===== src/rtl/core/ptf_pkg.sv =====
// shared constants, item kinds and codeword function for the pocsag framer
// no dependencies
package ptf_pkg;

  localparam int PREAMBLE_WORDS = 18;
  localparam int PRE_CNT_W      = $clog2(PREAMBLE_WORDS + 1);

  localparam logic [31:0] SYNC_WORD        = 32'h7CD2_15D8;
  localparam logic [31:0] IDLE_WORD        = 32'h7A89_C197;
  localparam logic [31:0] PREAMBLE_PATTERN = 32'hAAAA_AAAA;

  localparam logic [10:0] BCH_GEN = 11'b11101101001;
  localparam int DATA_BITS    = 21;
  localparam int CHECK_BITS   = 10;
  localparam int CHAR_BITS    = 7;
  localparam int PAYLOAD_BITS = 20;
  localparam int BATCH_SLOTS  = 16;
  localparam int BATCH_W      = $clog2(BATCH_SLOTS);

  typedef enum logic [1:0] {
    KIND_START = 2'd0,
    KIND_CHAR  = 2'd1,
    KIND_END   = 2'd2
  } kind_t;

  typedef logic [DATA_BITS-1:0][CHECK_BITS-1:0] bch_cols_t;

  // remainder of x^(i+10) mod g for each data bit, evaluated at elaboration
  function automatic bch_cols_t bch_cols_build();
    bch_cols_t   t;
    logic [30:0] r;
    for (int i = 0; i < DATA_BITS; i++) begin
      r = 31'(1) << (i + CHECK_BITS);
      for (int b = 30; b >= CHECK_BITS; b--) begin
        if (r[b]) begin
          r = r ^ (31'(BCH_GEN) << (b - CHECK_BITS));
        end
      end
      t[i] = r[CHECK_BITS-1:0];
    end
    return t;
  endfunction

  localparam bch_cols_t BCH_COLS = bch_cols_build();

  // bch(31,21) check bits by xor of constant columns, then even parity
  function automatic logic [31:0] bch_codeword(input logic [DATA_BITS-1:0] data);
    logic [CHECK_BITS-1:0] check;
    logic [30:0]           body;
    check = '0;
    for (int i = 0; i < DATA_BITS; i++) begin
      if (data[i]) begin
        check = check ^ BCH_COLS[i];
      end
    end
    body = {data, check};
    return {body, ^body};
  endfunction

endpackage


===== src/rtl/core/pocsag_transmission_framer_unit.sv =====
// The first word of an item goes through the plan register, then the output register.
// One word per cycle while out_ready is high; an item holds the input until its last
//   word is sent (a start item has 20 to 34 words), items with no words go one per cycle.
// The word rate is set by the single plan register feeding the output register.
// Reset (rst, synchronous): drops any pending words, closes the message, clears
//   the bit accumulator and batch position.
module pocsag_transmission_framer_unit (
  input  logic        clk,
  input  logic        rst,
  input  logic        in_valid,
  output logic        in_ready,
  input  logic [1:0]  kind,
  input  logic [20:0] address,
  input  logic [1:0]  function_code,
  input  logic [6:0]  char_code,
  output logic        out_valid,
  input  logic        out_ready,
  output logic [31:0] word,
  output logic        last
);

  localparam int PW = ptf_pkg::PAYLOAD_BITS;
  localparam int BW = ptf_pkg::BATCH_W;
  localparam int CW = ptf_pkg::CHAR_BITS;
  localparam logic [BW-1:0] LAST_SLOT = BW'(ptf_pkg::BATCH_SLOTS - 1);
  localparam logic [4:0] WRAP_COUNT = 5'(PW - CW);

  // word groups in send order, lowest set bit goes first
  typedef struct packed {
    logic idle_d;
    logic sync_c;
    logic idle_c;
    logic sync_b;
    logic cw;
    logic idle_a;
    logic sync_a;
    logic pre;
  } group_mask_t;

  typedef struct packed {
    group_mask_t                        mask;
    logic [ptf_pkg::PRE_CNT_W-1:0]      pre_cnt;
    logic [3:0]                         idle_a_cnt;
    logic [4:0]                         idle_d_cnt;
    logic [ptf_pkg::DATA_BITS-1:0]      data;
  } plan_t;

  plan_t plan;
  plan_t plan_next;
  plan_t plan_after;

  logic [PW-1:0]   bit_accumulator;
  logic [4:0]      bit_count;
  logic [BW-1:0]   batch_position;
  logic            message_active;
  logic [PW-1:0]   bit_accumulator_next;
  logic [4:0]      bit_count_next;
  logic [BW-1:0]   batch_position_next;
  logic            message_active_next;

  logic        in_accept;
  logic        emit_go;
  logic        last_sel;
  logic [31:0] word_sel;

  // ---------------------------------------------------------------- planning
  logic [CW-1:0]      char_rev;
  logic [PW+CW-1:0]   combined;
  logic [PW+CW-1:0]   shifted;
  logic [2:0]         sh;
  logic [CW-1:0]      low_mask;
  logic [4:0]         tail_shift;
  logic [PW-1:0]      tail_bits;
  logic [BW-1:0]      pos1;
  logic [BW-1:0]      pos2;

  always_comb begin
    plan_next            = '0;
    bit_accumulator_next = bit_accumulator;
    bit_count_next       = bit_count;
    batch_position_next  = batch_position;
    message_active_next  = message_active;

    for (int i = 0; i < CW; i++) begin
      char_rev[CW-1-i] = char_code[i];
    end
    combined   = {bit_accumulator, char_rev};
    sh         = 3'(bit_count - WRAP_COUNT);
    shifted    = combined >> sh;
    low_mask   = ~({CW{1'b1}} << sh);
    tail_shift = 5'(PW) - bit_count;
    tail_bits  = bit_accumulator << tail_shift;
    pos1       = batch_position;
    pos2       = batch_position;

    unique case (kind)
      ptf_pkg::KIND_START: begin
        plan_next.mask.pre    = 1'b1;
        plan_next.mask.sync_a = 1'b1;
        plan_next.mask.idle_a = (address[2:0] != 3'd0);
        plan_next.mask.cw     = 1'b1;
        plan_next.pre_cnt     = ptf_pkg::PRE_CNT_W'(ptf_pkg::PREAMBLE_WORDS);
        plan_next.idle_a_cnt  = {address[2:0], 1'b0};
        plan_next.data        = {1'b0, address[20:3], function_code};
        bit_accumulator_next  = '0;
        bit_count_next        = '0;
        batch_position_next   = {address[2:0], 1'b1};
        message_active_next   = 1'b1;
      end
      ptf_pkg::KIND_CHAR: begin
        if (message_active) begin
          if (bit_count >= WRAP_COUNT) begin
            // payload fills partway through this character
            plan_next.mask.cw     = 1'b1;
            plan_next.mask.sync_b = (batch_position == LAST_SLOT);
            plan_next.data        = {1'b1, shifted[PW-1:0]};
            bit_accumulator_next  = PW'(combined[CW-1:0] & low_mask);
            bit_count_next        = 5'(sh);
            batch_position_next   = batch_position + 1'b1;
          end else begin
            bit_accumulator_next = combined[PW-1:0];
            bit_count_next       = bit_count + 5'(CW);
          end
        end
      end
      ptf_pkg::KIND_END: begin
        if (message_active) begin
          if (bit_count != 5'd0) begin
            plan_next.mask.cw     = 1'b1;
            plan_next.mask.sync_b = (batch_position == LAST_SLOT);
            plan_next.data        = {1'b1, tail_bits};
            pos1                  = batch_position + 1'b1;
          end
          plan_next.mask.idle_c = 1'b1;
          plan_next.mask.sync_c = (pos1 == LAST_SLOT);
          pos2                  = pos1 + 1'b1;
          plan_next.mask.idle_d = 1'b1;
          plan_next.idle_d_cnt  = 5'(ptf_pkg::BATCH_SLOTS) - {1'b0, pos2};
          bit_accumulator_next  = '0;
          bit_count_next        = '0;
          batch_position_next   = '0;
          message_active_next   = 1'b0;
        end
      end
      default: begin
      end
    endcase
  end

  // ----------------------------------------------------------------- emitter
  always_comb begin
    plan_after = plan;
    word_sel   = ptf_pkg::IDLE_WORD;
    priority if (plan.mask.pre) begin
      word_sel           = ptf_pkg::PREAMBLE_PATTERN;
      plan_after.pre_cnt = plan.pre_cnt - 1'b1;
      if (plan.pre_cnt == ptf_pkg::PRE_CNT_W'(1)) begin
        plan_after.mask.pre = 1'b0;
      end
    end else if (plan.mask.sync_a) begin
      word_sel               = ptf_pkg::SYNC_WORD;
      plan_after.mask.sync_a = 1'b0;
    end else if (plan.mask.idle_a) begin
      plan_after.idle_a_cnt = plan.idle_a_cnt - 1'b1;
      if (plan.idle_a_cnt == 4'd1) begin
        plan_after.mask.idle_a = 1'b0;
      end
    end else if (plan.mask.cw) begin
      word_sel           = ptf_pkg::bch_codeword(plan.data);
      plan_after.mask.cw = 1'b0;
    end else if (plan.mask.sync_b) begin
      word_sel               = ptf_pkg::SYNC_WORD;
      plan_after.mask.sync_b = 1'b0;
    end else if (plan.mask.idle_c) begin
      plan_after.mask.idle_c = 1'b0;
    end else if (plan.mask.sync_c) begin
      word_sel               = ptf_pkg::SYNC_WORD;
      plan_after.mask.sync_c = 1'b0;
    end else if (plan.mask.idle_d) begin
      plan_after.idle_d_cnt = plan.idle_d_cnt - 1'b1;
      if (plan.idle_d_cnt == 5'd1) begin
        plan_after.mask.idle_d = 1'b0;
      end
    end else begin
      word_sel = ptf_pkg::IDLE_WORD;
    end
  end

  assign last_sel  = (plan_after.mask == '0);
  assign emit_go   = (plan.mask != '0) && (!out_valid || out_ready);
  assign in_ready  = (plan.mask == '0) || (emit_go && last_sel);
  assign in_accept = in_valid && in_ready;

  always_ff @(posedge clk) begin
    if (rst) begin
      plan.mask       <= '0;
      out_valid       <= 1'b0;
      bit_accumulator <= '0;
      bit_count       <= '0;
      batch_position  <= '0;
      message_active  <= 1'b0;
    end else begin
      if (in_accept) begin
        plan            <= plan_next;
        bit_accumulator <= bit_accumulator_next;
        bit_count       <= bit_count_next;
        batch_position  <= batch_position_next;
        message_active  <= message_active_next;
      end else if (emit_go) begin
        plan <= plan_after;
      end
      if (emit_go) begin
        out_valid <= 1'b1;
        word      <= word_sel;
        last      <= last_sel;
      end else if (out_ready) begin
        out_valid <= 1'b0;
      end
    end
  end

endmodule


===== config.mk =====
export PLATFORM = sky130hd
export DESIGN_NAME = pocsag_transmission_framer_unit
export DESIGN_NICKNAME = d
export VERILOG_FILES = /design/src/rtl/core/ptf_pkg.sv /design/src/rtl/core/pocsag_transmission_framer_unit.sv
export SDC_FILE = /design/constraint.sdc
export NUM_CORES = 1
export LEC_CHECK = 0
export ABC_CLOCK_PERIOD_IN_PS = 8100
export BUFFER_PORTS_ARGS = -buffer_cell sky130_fd_sc_hd__clkbuf_2
export CAP_MARGIN = 20
export CORE_MARGIN = 2
export CORE_UTILIZATION = 47
export DETAILED_ROUTE_END_ITERATION = 10
export HOLD_SLACK_MARGIN = 0.02
export PLACE_DENSITY_LB_ADDON = 0.15
export RECOVER_POWER = 25
export SYNTH_ARGS = -nofsm -noshare
export SYNTH_HDL_FRONTEND = slang
export SYNTH_SLANG_ARGS = --single-unit
export TNS_END_PERCENT = 30

===== constraint.sdc =====
create_clock -name clk -period 8.1 [get_ports clk]
set_clock_uncertainty 0.05 [all_clocks]
set_input_delay 1.215 -clock clk [delete_from_list [all_inputs] [get_ports clk]]
set_output_delay 1.215 -clock clk [all_outputs]
set_load 0.05 [all_outputs]

* Word level (Yosys, flattened, before mapping)
Cells that the tools add are included.
** Operators by class
- $lt $le $gt $ge :: 1
- Multiplexer cells :: 167
- $mul :: 0
- Add/subtract/negate cells :: 9
- Bitwise gates (word level) :: 23
- Shift operators :: 3
- Div/mod/pow operators :: 0
- Eq/ne operators :: 17
- Reduce and logical (&&, ||, !) cells :: 30
** Operator list (count)
- $mux 10 :: 95
- $mux 32 :: 3
- $mux 43 :: 2
- $mux 27 :: 3
- $mux 9 :: 9
- $mux 21 :: 3
- $pmux 21 s3 :: 1
- $mux 20 :: 3
- $mux 5 :: 12
- $pmux 20 s3 :: 1
- $not 7->7 :: 8
- $mux 4 :: 8
- $reduce_xor 31->1 :: 1
- $shr 27x3->20 :: 1
- $mux 26 :: 1
- $mux 8 :: 3
- $not 6->6 :: 4
- $not 4->4 :: 5
- $shl 20x5->20 :: 1
- $logic_not 8->1 :: 2
- $not 5->5 :: 3
- $pmux 5 s3 :: 1
- $ne 2x1->1 const B :: 7
- $mux 12 :: 1
- 41 further kinds :: 72
** Word-level totals
- Register bits :: 107
- Bits in writable memories :: 0
- Bits in read-only memories :: 0
- Latch bits :: 0
- Input bits :: 36
- Word-level logic and storage cells :: 271
- Memories kept :: 0
- Output and inout port bits :: 35

* Logic depth before layout (Yosys ltp)
Gate-level depths: netlist of the first run.
- Word-level depth :: 129
- Mapped depth :: 14
- Gate-level depth less buffers :: 13

* Worst setup path after synthesis of the first run
No wires, ideal clock.
- Path type :: input to register
- From :: input port rst
- To :: register last (enable)
- Required time :: 7.627 ns
- Setup slack :: 4.625 ns
- Arrival time :: 3.002 ns
- Buffers on the path :: 2
- Stages on the path :: 3
- Library setup time :: 0.423 ns
- Cell sequence :: buf_1 -> clkbuf_1 -> nor2_1
** Between the ends
- Word-level cells in the longest chain between the ends :: 2
** RTL lines
- start: declaration :: RTL line pocsag_transmission_framer_unit.sv:9 : input logic rst,
- $not 1->1 (no source line)
- $reduce_and 2->1 (no source line)
- end signal: assignment :: RTL line pocsag_transmission_framer_unit.sv:215 : last <= last_sel;
- end: declaration :: RTL line pocsag_transmission_framer_unit.sv:19 : output logic last
No other way between the ends.
A chain may end at the register's enable or synchronous reset.

* Worst setup path after layout of the first run
- From :: register plan[31] (netlist name)
- To :: output port in_ready
** Between the ends
- Word-level cells in the longest chain between the ends :: 6
** RTL lines
- start: declaration :: RTL line pocsag_transmission_framer_unit.sv:48 : plan_t plan;
- start signal: assignment :: RTL line pocsag_transmission_framer_unit.sv:204 : plan <= plan_next;
- start signal: assignment :: RTL line pocsag_transmission_framer_unit.sv:210 : plan <= plan_after;
- $eq 5x1->1 :: RTL line pocsag_transmission_framer_unit.sv:157 : if (plan.pre_cnt == ptf_pkg::PRE_CNT_W'(1)) begin
- $mux 1 :: RTL line pocsag_transmission_framer_unit.sv:157
- $mux 6 :: RTL line pocsag_transmission_framer_unit.sv:154 : priority if (plan.mask.pre) begin
- $logic_not 8->1 :: RTL line pocsag_transmission_framer_unit.sv:189 : assign last_sel = (plan_after.mask == '0);
- net last_sel :: RTL line pocsag_transmission_framer_unit.sv:63 : logic last_sel;
- $logic_and 1x1->1 :: RTL line pocsag_transmission_framer_unit.sv:191 : assign in_ready = (plan.mask == '0) || (emit_go && last_sel);
- $logic_or 1x1->1 :: RTL line pocsag_transmission_framer_unit.sv:191
- end: declaration :: RTL line pocsag_transmission_framer_unit.sv:11 : output logic in_ready,
The timed path passes the listed nets, and every way through them passes these cells. The select of a mux whose other input is x is not followed.

==> metrics, run 1 <==
outcome complete, no violations; xor/xnor cell area share of the yosys netlist 12.6%; Crit Path Max Fanout 3; synthesis warning total 0; share of cells above drive strength 1 11.4%; total track usage 21.4%; met1 WL 7570 µm; vias per cell 5.91; CTS buffer count 9; Rel. slew slack 36.8%; combinational share of power 40.7%; routed len/inst 17.5 µm; fin nets 838; critical path class reg2out; row cnt 44; Synth top area share 28.8%; setup slack after layout 4.15 ns; Reg2Reg Depth 12; commonest cells after routing, fill and taps aside a21oi_1, nand2_1, o21ai_0, edfxtp_1, nor2_1; power share of the clock group 22.3%; Clock transition at path regs 0.07 ns; post-synthesis cell count 755; pre-CTS setup slack 4.43 ns; Routed Wire Length 17000 µm; Startpoint Class flip-flop; Worst-Margin Slew 0.947 ns; Worst setup endpoint in_ready; simple-gate share of the synthesized area 14.8%; Placeable Area 14600 µm²; top post-synthesis cells by area edfxtp_1, dfxtp_1, a21oi_1; worst setup path startpoint plan[31]; die area 16100 µm²; largest net degree at the start of global routing 45; internal power 1.25 mW; Die X 127 µm; max_cap viols 0; Congestion Overflow GR 0; Net Switching 0.738 mW; cts hold-fix bufs 0; period utilisation layout 48.8%; Initial DRC Count 435; Fin. Hold Viols 0; CP top delay family compound AO/OA/AOI/OAI gates; Slew Viols, Final 0; Distinct cells, synth 63; leakage dissipation 2.83 nW; synthesized area 7100 µm²; minimum clock period 3.95 ns; Starting Density 48.5%; reg2reg start bit_count[0]; DP HPWL 12800 µm; setup bufs post-CTS 0; share of flip-flops with an asynchronous set or reset 0%; Synth area leader edfxtp_1; Synth Flop Type edfxtp_1; Worst Path Arrival 2.69 ns; first-pass GRT wire length 27900 µm; sequential fraction of the synthesis area 39.8%; Area growth, synth to finish 9.48%; CTS tree built; setup TNS 0 ns; Seq pwr share 37.0%; initial antenna violation count 0; vias in the first global route 5482; critical path depth in cells 9; Syn Area/Cell 9.40 µm²; clock buffer depth 2; FMAX 253 MHz; Crit-path slowest cell or4b_4; Worst Hold Depth 2; most common cell after layout, fill and taps aside a21oi_1; Max Used Layer met4; Min-Delay Path Class reg2reg; Resize count post-CTS 0; count of input and output buffers 70; Yosys reg bits 107; via count 5749; DRT Pass-1 Iters 6; synthesized-area fraction occupied by adder cells 3.17%; critical-path cell list inv_1 -> ha_1 -> or4b_4 -> o32ai_1 -> o21ai_0 -> a21oi_1 -> nand2_1 -> nand2_1 -> clkbuf_2; pwr dens 256 nW/µm²; largest family of logic cells by synthesized area compound AO/OA/AOI/OAI gates; io pins 71; Die H 127 µm; met2 routed wirelength 8260 µm; Synth Area in Compound Gates 17.8%; setup repair after global routing missed its margin false; Met3 Wirelength 860 µm; Post-synth EDFFs 68; Crit path largest cell delay 0.46 ns; drt drc 0; syn nets 809; most used cell, CP nand2_1; final setup violation count 0; Net Sw Frac 37.1%; mux cell area share after synthesis 7.21%; RePlAce Congestion 0.895; worst skew pair latency 0.35 ns; Worst VDD drop 112 µV; # diodes 0; CTS root buffer clkbuf_16; crit end category output pin; Final Util 53.1%; Clock Sinks 107; required time of the worst setup path 6.84 ns; CP Buf/Inv Count 2; Tot Pwr 1.99 mW; Antenna Violating Nets Remaining 0; htree depth 3; reg-to-reg slack, setup 4.47 ns; R2R Path End plan[24]
==> how the worst min path moves through the flow <==
stage	start	to
floorplan	bit_accumulator[19]	bit_accumulator[19]
global placement	bit_accumulator[18]	bit_accumulator[18]
detailed placement	bit_accumulator[15]	bit_accumulator[15]
CTS	bit_accumulator[15]	bit_accumulator[15]
global route	bit_accumulator[18]	bit_accumulator[18]
finish	bit_accumulator[15]	bit_accumulator[15]
==> power groups by stage <==
stage               clock [mW]  sequential, mW  combinational [mW]
CTS                      0.449           0.735               0.814
global route             0.473           0.745               0.877
finish                   0.443           0.735               0.810
floorplan                    0           0.799               0.588
detailed placement           0           0.747               0.808
global placement             0           0.745               0.786
==> area by class of cell <==
class	count	area, µm²
inverter	25	93.8
timing repair buffer	77	385
sequential	107	2820
clock buffer	10	229
fill	1399	6870
clock inverter	6	63.8
tap	184	230
multi-input combinational	564	3950
==> per-stage QoR <==
stage	instances	instance area, µm²	hold WS (ns)
6_report	973	7770	0.438
5_1_grt	973	7770	0.468
4_1_cts	973	7820	0.438
3_5_place_dp	957	7530	0.427
3_3_place_gp	956	7500	0.421
2_1_floorplan	755	7100	0.397
==> registers in the layout (all words and copies together) (netlist names) <==
| signal | cells |
|---|---|
| plan | 43 |
| batch_position | 4 |
| bit_count | 5 |
| message_active | 1 |
| bit_accumulator | 20 |
| last | 1 |
| word | 32 |
| out_valid | 1 |
==> synthesized netlist by cell type, types with 5 or more instances <==
master	count
nor2b_1	7
xnor3_1	15
nand4_1	19
a21oi_1	87
buf_1	5
and3_1	8
nor2_1	49
a222oi_1	13
xnor2_1	40
or4_1	5
or3_1	9
mux4_2	7
mux2i_1	23
nand3_1	12
nor3_1	13
o21ai_0	70
edfxtp_1	68
xor2_1	21
a31oi_1	5
o31ai_1	5
ha_1	18
mux2_2	11
nand2_1	71
clkbuf_1	41
dfxtp_1	39
inv_1	22
buf_2	12
nand2b_1	5
o211ai_1	5
==> cells by family (layout without fill, tap and decap cells) <==
family / after synthesis / in the layout
mux: 41 / 41
fa+ha+maj: 18 / 18
compound gates: 212 / 212
simple gates: 216 / 216
buf+inv: 84 / 118
xor+xnor: 77 / 77
flops: 107 / 107
==> worst reg2reg max path, cell delays in order (launching register included) <==
cell	delay [ns]
dfxtp_1	0.30
buf_4	0.25
inv_2	0.23
ha_1	0.29
or4b_1	0.57
xnor2_1	0.36
inv_1	0.13
ha_1	0.25
xnor2_1	0.14
and3_1	0.21
nor4_1	0.35
xnor2_1	0.17
o31ai_1	0.08
==> layer usage <==
metal | vias up | global-route usage, %
met4 | 0 | 6.40
met1 | 2734 | 28.3
met5 | - | 0
met3 | 22 | 3.80
met2 | 165 | 36.1
li1 | 2828 | -
(Power assumes the default switching activity.)
==> inputs of run 2 (changes only) <==
--- a/config.mk
+++ b/config.mk
@@ -5,7 +5,7 @@
 export SDC_FILE = /design/constraint.sdc
 export NUM_CORES = 1
 export LEC_CHECK = 0
-export ABC_CLOCK_PERIOD_IN_PS = 8100
+export ABC_CLOCK_PERIOD_IN_PS = 3250
 export BUFFER_PORTS_ARGS = -buffer_cell sky130_fd_sc_hd__clkbuf_2
 export CAP_MARGIN = 20
 export CORE_MARGIN = 2
==> constraint.sdc (replaced) <==
create_clock -name clk -period 3.25 [get_ports clk]
set_clock_uncertainty 0.05 [all_clocks]
set_input_delay 0.4875 -clock clk [delete_from_list [all_inputs] [get_ports clk]]
set_output_delay 0.4875 -clock clk [all_outputs]
set_load 0.05 [all_outputs]
==> metrics, run 2 (synthesis results as in run 1) <==
outcome complete, no violations; filler cell count in the final layout 1328; CP Buf/Inv Count 2; critical-path cell list clkbuf_1 -> or2_2 -> o32ai_2 -> o21ai_0 -> a21oi_1 -> nand2_1 -> nand2_1 -> clkbuf_2; Crit Path Max Fanout 19; vias per cell 5.93; minimum clock period 3.10 ns; Routed Wire Length 18000 µm; leakage dissipation 2.89 nW; FMAX 322 MHz; Congestion Overflow GR 0; reg2reg start bit_count[1]; commonest cells after routing, fill and taps aside a21oi_1, nand2_1, o21ai_0, edfxtp_1, nor2_1; CP top delay family compound AO/OA/AOI/OAI gates; drt drc 0; pre-CTS setup slack 0.270 ns; setup repair after global routing missed its margin false; Worst VDD drop 301 µV; cts hold-fix bufs 0; crit end category output pin; Hold WS 0.360 ns; via count 5868; Rel. slew slack 33.5%; initial antenna violation count 0; largest register by flop count plan; Worst Path Arrival 2.57 ns; Die H 127 µm; final setup violation count 0; Slew Viols, Final 0; max_cap viols 0; DRT Pass-1 Iters 7; Clock transition at path regs 0.08 ns; Post-Place Cells 973; DP HPWL 13300 µm; # diodes 0; Fin. Hold Viols 0; Worst-Margin Slew 0.998 ns; Regs by FF count plan (43), word (32), bit_accumulator (20); row cnt 44; clock buffer depth 2; setup slack after layout 0.146 ns; share of cells above drive strength 1 12.9%; required time of the worst setup path 2.71 ns; Finished Cell Area 7890 µm²; critical path class reg2out; io pins 71; Clock Sinks 107; Placeable Area 14600 µm²; Non-Filler Instances 989; Min-Delay Path Class in2reg; Crit path largest cell delay 0.45 ns; Placed Area 7630 µm²; count of input and output buffers 70; fin nets 854; die area 16100 µm²; Starting Density 48.5%; largest net degree at the start of global routing 36; pwr dens 634 nW/µm²; most common cell after layout, fill and taps aside a21oi_1; htree depth 3; Initial DRC Count 538; CTS root buffer clkbuf_16; Resize count post-CTS 0; Die X 127 µm; Startpoint Class flip-flop; Area growth, synth to finish 11.0%; CTS buffer count 9; worst skew pair latency 0.36 ns; setup bufs post-CTS 0; setup TNS 0 ns; worst setup path startpoint plan[38]; most used cell, CP nand2_1; Antenna Violating Nets Remaining 0; vias in the first global route 5637; total track usage 22.7%; flip-flop and latch area 2820 µm²; first-pass GRT wire length 29100 µm; Crit-path slowest cell or2_2; period utilisation layout 95.5%; CTS tree built; routed len/inst 18.2 µm; RePlAce Congestion 0.900; max reg flops 43; Hold Path Origin char_code[3]; multi-input logic area 3960 µm²
## run 2: changes by cell type in the layout (fill, tap and decap cells not counted), sizes merged
cell / change
clkinvlp: +2
buf: +14
clkbuf: +1
inv: -1
## run 2: final timing paths
kind / end / slack, ns / cells after the start
worst max-delay path: in_ready / 0.15 / 8
worst min-delay path: bit_accumulator[3] / 0.36 / 3
worst max register to register: plan[24] / 0.19 / 11
worst min register to register: bit_accumulator[19] / 0.43 / 2
## run 2: report_power, final
| part | internal [mW] | total (mW) | switching (mW) |
|---|---|---|---|
| sequential | 1.67 | 1.82 | 0.144 |
| combinational | 0.854 | 2.05 | 1.20 |
| clock | 0.604 | 1.13 | 0.528 |
## run 2: layer usage
layer	up-vias	global-route usage, %	share of wire (%)
li1	2856	-	-
met1	2764	30.4	44
met2	212	37.1	48
met3	36	3.33	5.1
met4	0	9.11	2.5
met5	-	0	0
## run 2: through the flow
| step | util (%) | power [mW] |
|---|---|---|
| floorplan | - | 3.45 |
| global placement | 52.1 | 3.87 |
| detailed placement | 52.1 | 3.88 |
| CTS | 54.1 | 5.02 |
| global route | 53.8 | 5.26 |
| finish | 53.8 | 5.00 |
## run 2: final cells by class
| cell class | count | area share [%] |
|---|---|---|
| sequential | 107 | 35.8 |
| tap | 184 | 2.92 |
| clock buffer | 9 | 2.86 |
| clock inverter | 7 | 0.984 |
| timing repair buffer | 93 | 6.00 |
| multi-input combinational | 564 | 50.3 |
| inverter | 25 | 1.19 |
## run 2: worst register-to-register path: stages, from the launching register on
cell     delay [ns]
dfxtp_1        0.35
inv_1          0.11
ha_1           0.26
or4b_1         0.57
xnor2_1        0.24
inv_1          0.09
ha_1           0.23
xnor2_1        0.14
and3_1         0.21
nor4_1         0.31
xnor2_1        0.16
o31ai_1        0.07
==> inputs of run 3 (changes only) <==
--- a/config.mk
+++ b/config.mk
@@ -5,6 +5,7 @@
 export SDC_FILE = /design/constraint.sdc
 export NUM_CORES = 1
 export LEC_CHECK = 0
+export ABC_AREA = 1
 export ABC_CLOCK_PERIOD_IN_PS = 3250
 export BUFFER_PORTS_ARGS = -buffer_cell sky130_fd_sc_hd__clkbuf_2
 export CAP_MARGIN = 20
==> metrics, run 3 <==
drt drc 0; vias per cell 5.29; Resize count post-CTS 0; post-synthesis cell count 1178; outcome complete, no violations; DP HPWL 16800 µm; filler cell count in the final layout 1688; CTS buffer count 9; largest net degree at the start of global routing 47; Clock transition at path regs 0.08 ns; sequential fraction of the synthesis area 35.6%; crit end category flip-flop; met3 GRT Util 3.78%; setup repair after global routing missed its margin false; leakage dissipation 4.06 nW; max_cap viols 0; max reg flops 43; final setup violation count 0; Tot Pwr 8.90 mW; count of input and output buffers 70; fin nets 1283; GRT met2 Usage 40.5%; syn nets 1232; RePlAce Congestion 0.960; Die H 134 µm; Synth Flop Type edfxtp_1; commonest cells after routing, fill and taps aside nand2_1, inv_1, o21ai_0, nor2_1, nand3_1; period utilisation layout 85.6%; minimum clock period 2.78 ns; setup bufs post-CTS 0; setup slack after layout 0.468 ns; Reg2Reg Depth 13; share of flip-flops with an asynchronous set or reset 0%; synthesis warning total 0; CTS root buffer clkbuf_16; Distinct cells, synth 44; Worst VDD drop 564 µV; routed len/inst 14.7 µm; Worst-Margin Slew 0.761 ns; Starting Density 48.0%; GRT busiest layer met2; Min-Delay Path Class in2reg; Startpoint Class flip-flop; Synth top area share 25.8%; via count 7690; CTS tree built; multi-input logic area 4350 µm²; most common library cells after synthesis nand2_1, inv_1, o21ai_0, nor2_1, nand3_1; Fin. Hold Viols 0; Initial DRC Count 658; Crit Path Max Fanout 14; Syn Area/Cell 6.73 µm²; Rel. slew slack 48.7%; Final Util 52.7%; die area 17900 µm²; largest register by flop count plan; Finished Cell Area 8700 µm²; total track usage 24.2%; vias in the first global route 6813; pre-CTS setup slack 0.536 ns; required time of the worst setup path 3.39 ns; Post-synth EDFFs 68; Placed Area 8460 µm²; row cnt 47; top post-synthesis cells by area edfxtp_1, nand2_1, dfxtp_1; critical path class reg2reg; Regs by FF count plan (43), word (32), bit_accumulator (20); pwr dens 1020 nW/µm²; setup TNS 0 ns; initial antenna violation count 0; clock buffer depth 2; Die X 134 µm; Worst Path Arrival 2.93 ns; Synth area leader edfxtp_1; Clock Sinks 107; Antenna Violating Nets Remaining 0; first-pass GRT wire length 34300 µm; Area growth, synth to finish 9.75%; Yosys reg bits 107; met1 Use GR 31.9%; Placeable Area 16500 µm²; most common cell after layout, fill and taps aside nand2_1; DRT Pass-1 Iters 5; flip-flop and latch area 2820 µm²; top-count cell post-synth nand2_1; htree depth 3; share of cells above drive strength 1 7.05%; Worst Hold Depth 3; FMAX 360 MHz; # diodes 0; Slew Viols, Final 0; Congestion Overflow GR 0; io pins 71; worst skew pair latency 0.36 ns; synthesized area 7930 µm²; cts hold-fix bufs 0; Routed Wire Length 21300 µm
[run 3: final cells by class]
cell class | instances | area share (%)
clock buffer | 10 | 2.63
inverter | 148 | 6.38
multi-input combinational | 879 | 50.0
timing repair buffer | 84 | 4.72
sequential | 107 | 32.4
clock inverter | 6 | 0.633
tap | 220 | 3.16
[run 3: cells by family (layout without fill, tap and decap cells)]
kind of cell | after synthesis | count (layout) | synth area share [%]
and+or+nand+nor | 602 | 602 | 31.6
AOI/OAI and AO/OA | 207 | 207 | 14.6
buffers and inverters | 192 | 248 | 9.52
DFF | 107 | 107 | 35.6
xor gates and xnor gates | 43 | 43 | 4.75
adders and majority gates | 18 | 18 | 2.84
muxes | 9 | 9 | 1.14
[run 3: worst max-delay path, stage by stage, from the launching register on]
cell and delay (ns):
dfxtp_1 0.36, inv_1 0.11, ha_1 0.23, inv_1 0.09, nor2_1 0.05, nand3_1 0.13
inv_1 0.12, nor3_2 0.17, nand2_1 0.12, nor2_1 0.31, inv_1 0.12, nand2_1 0.38
a32oi_1 0.17, o21ai_0 0.20
[run 3: routing by layer]
layer / up-vias / share of wire, %
met5: - / 0
met4: 0 / 2.7
met1: 3484 / 46
met2: 234 / 47
met3: 39 / 4.8
li1: 3933 / -
[run 3: report_power, final]
| part | switching (mW) | internal (mW) |
|---|---|---|
| Clock | 0.543 | 0.538 |
| Combinational | 3.84 | 1.56 |
| Sequential | 0.364 | 2.05 |
[run 3: per-stage QoR]
| step | instances | hold slack, ns |
|---|---|---|
| 6_report | 1454 | 0.360 |
| 5_1_grt | 1454 | 0.403 |
| 4_1_cts | 1454 | 0.347 |
| 3_5_place_dp | 1438 | 0.427 |
| 3_3_place_gp | 1437 | 0.428 |
| 2_1_floorplan | 1178 | 0.400 |
[run 3: worst paths after layout]
kind                 startpoint                 end  slack, ns
max                bit_count[1]            plan[15]       0.47
min                char_code[3]  bit_accumulator[3]       0.36
max reg2reg        bit_count[1]            plan[15]       0.47
min reg2reg  bit_accumulator[6]  bit_accumulator[6]       0.44
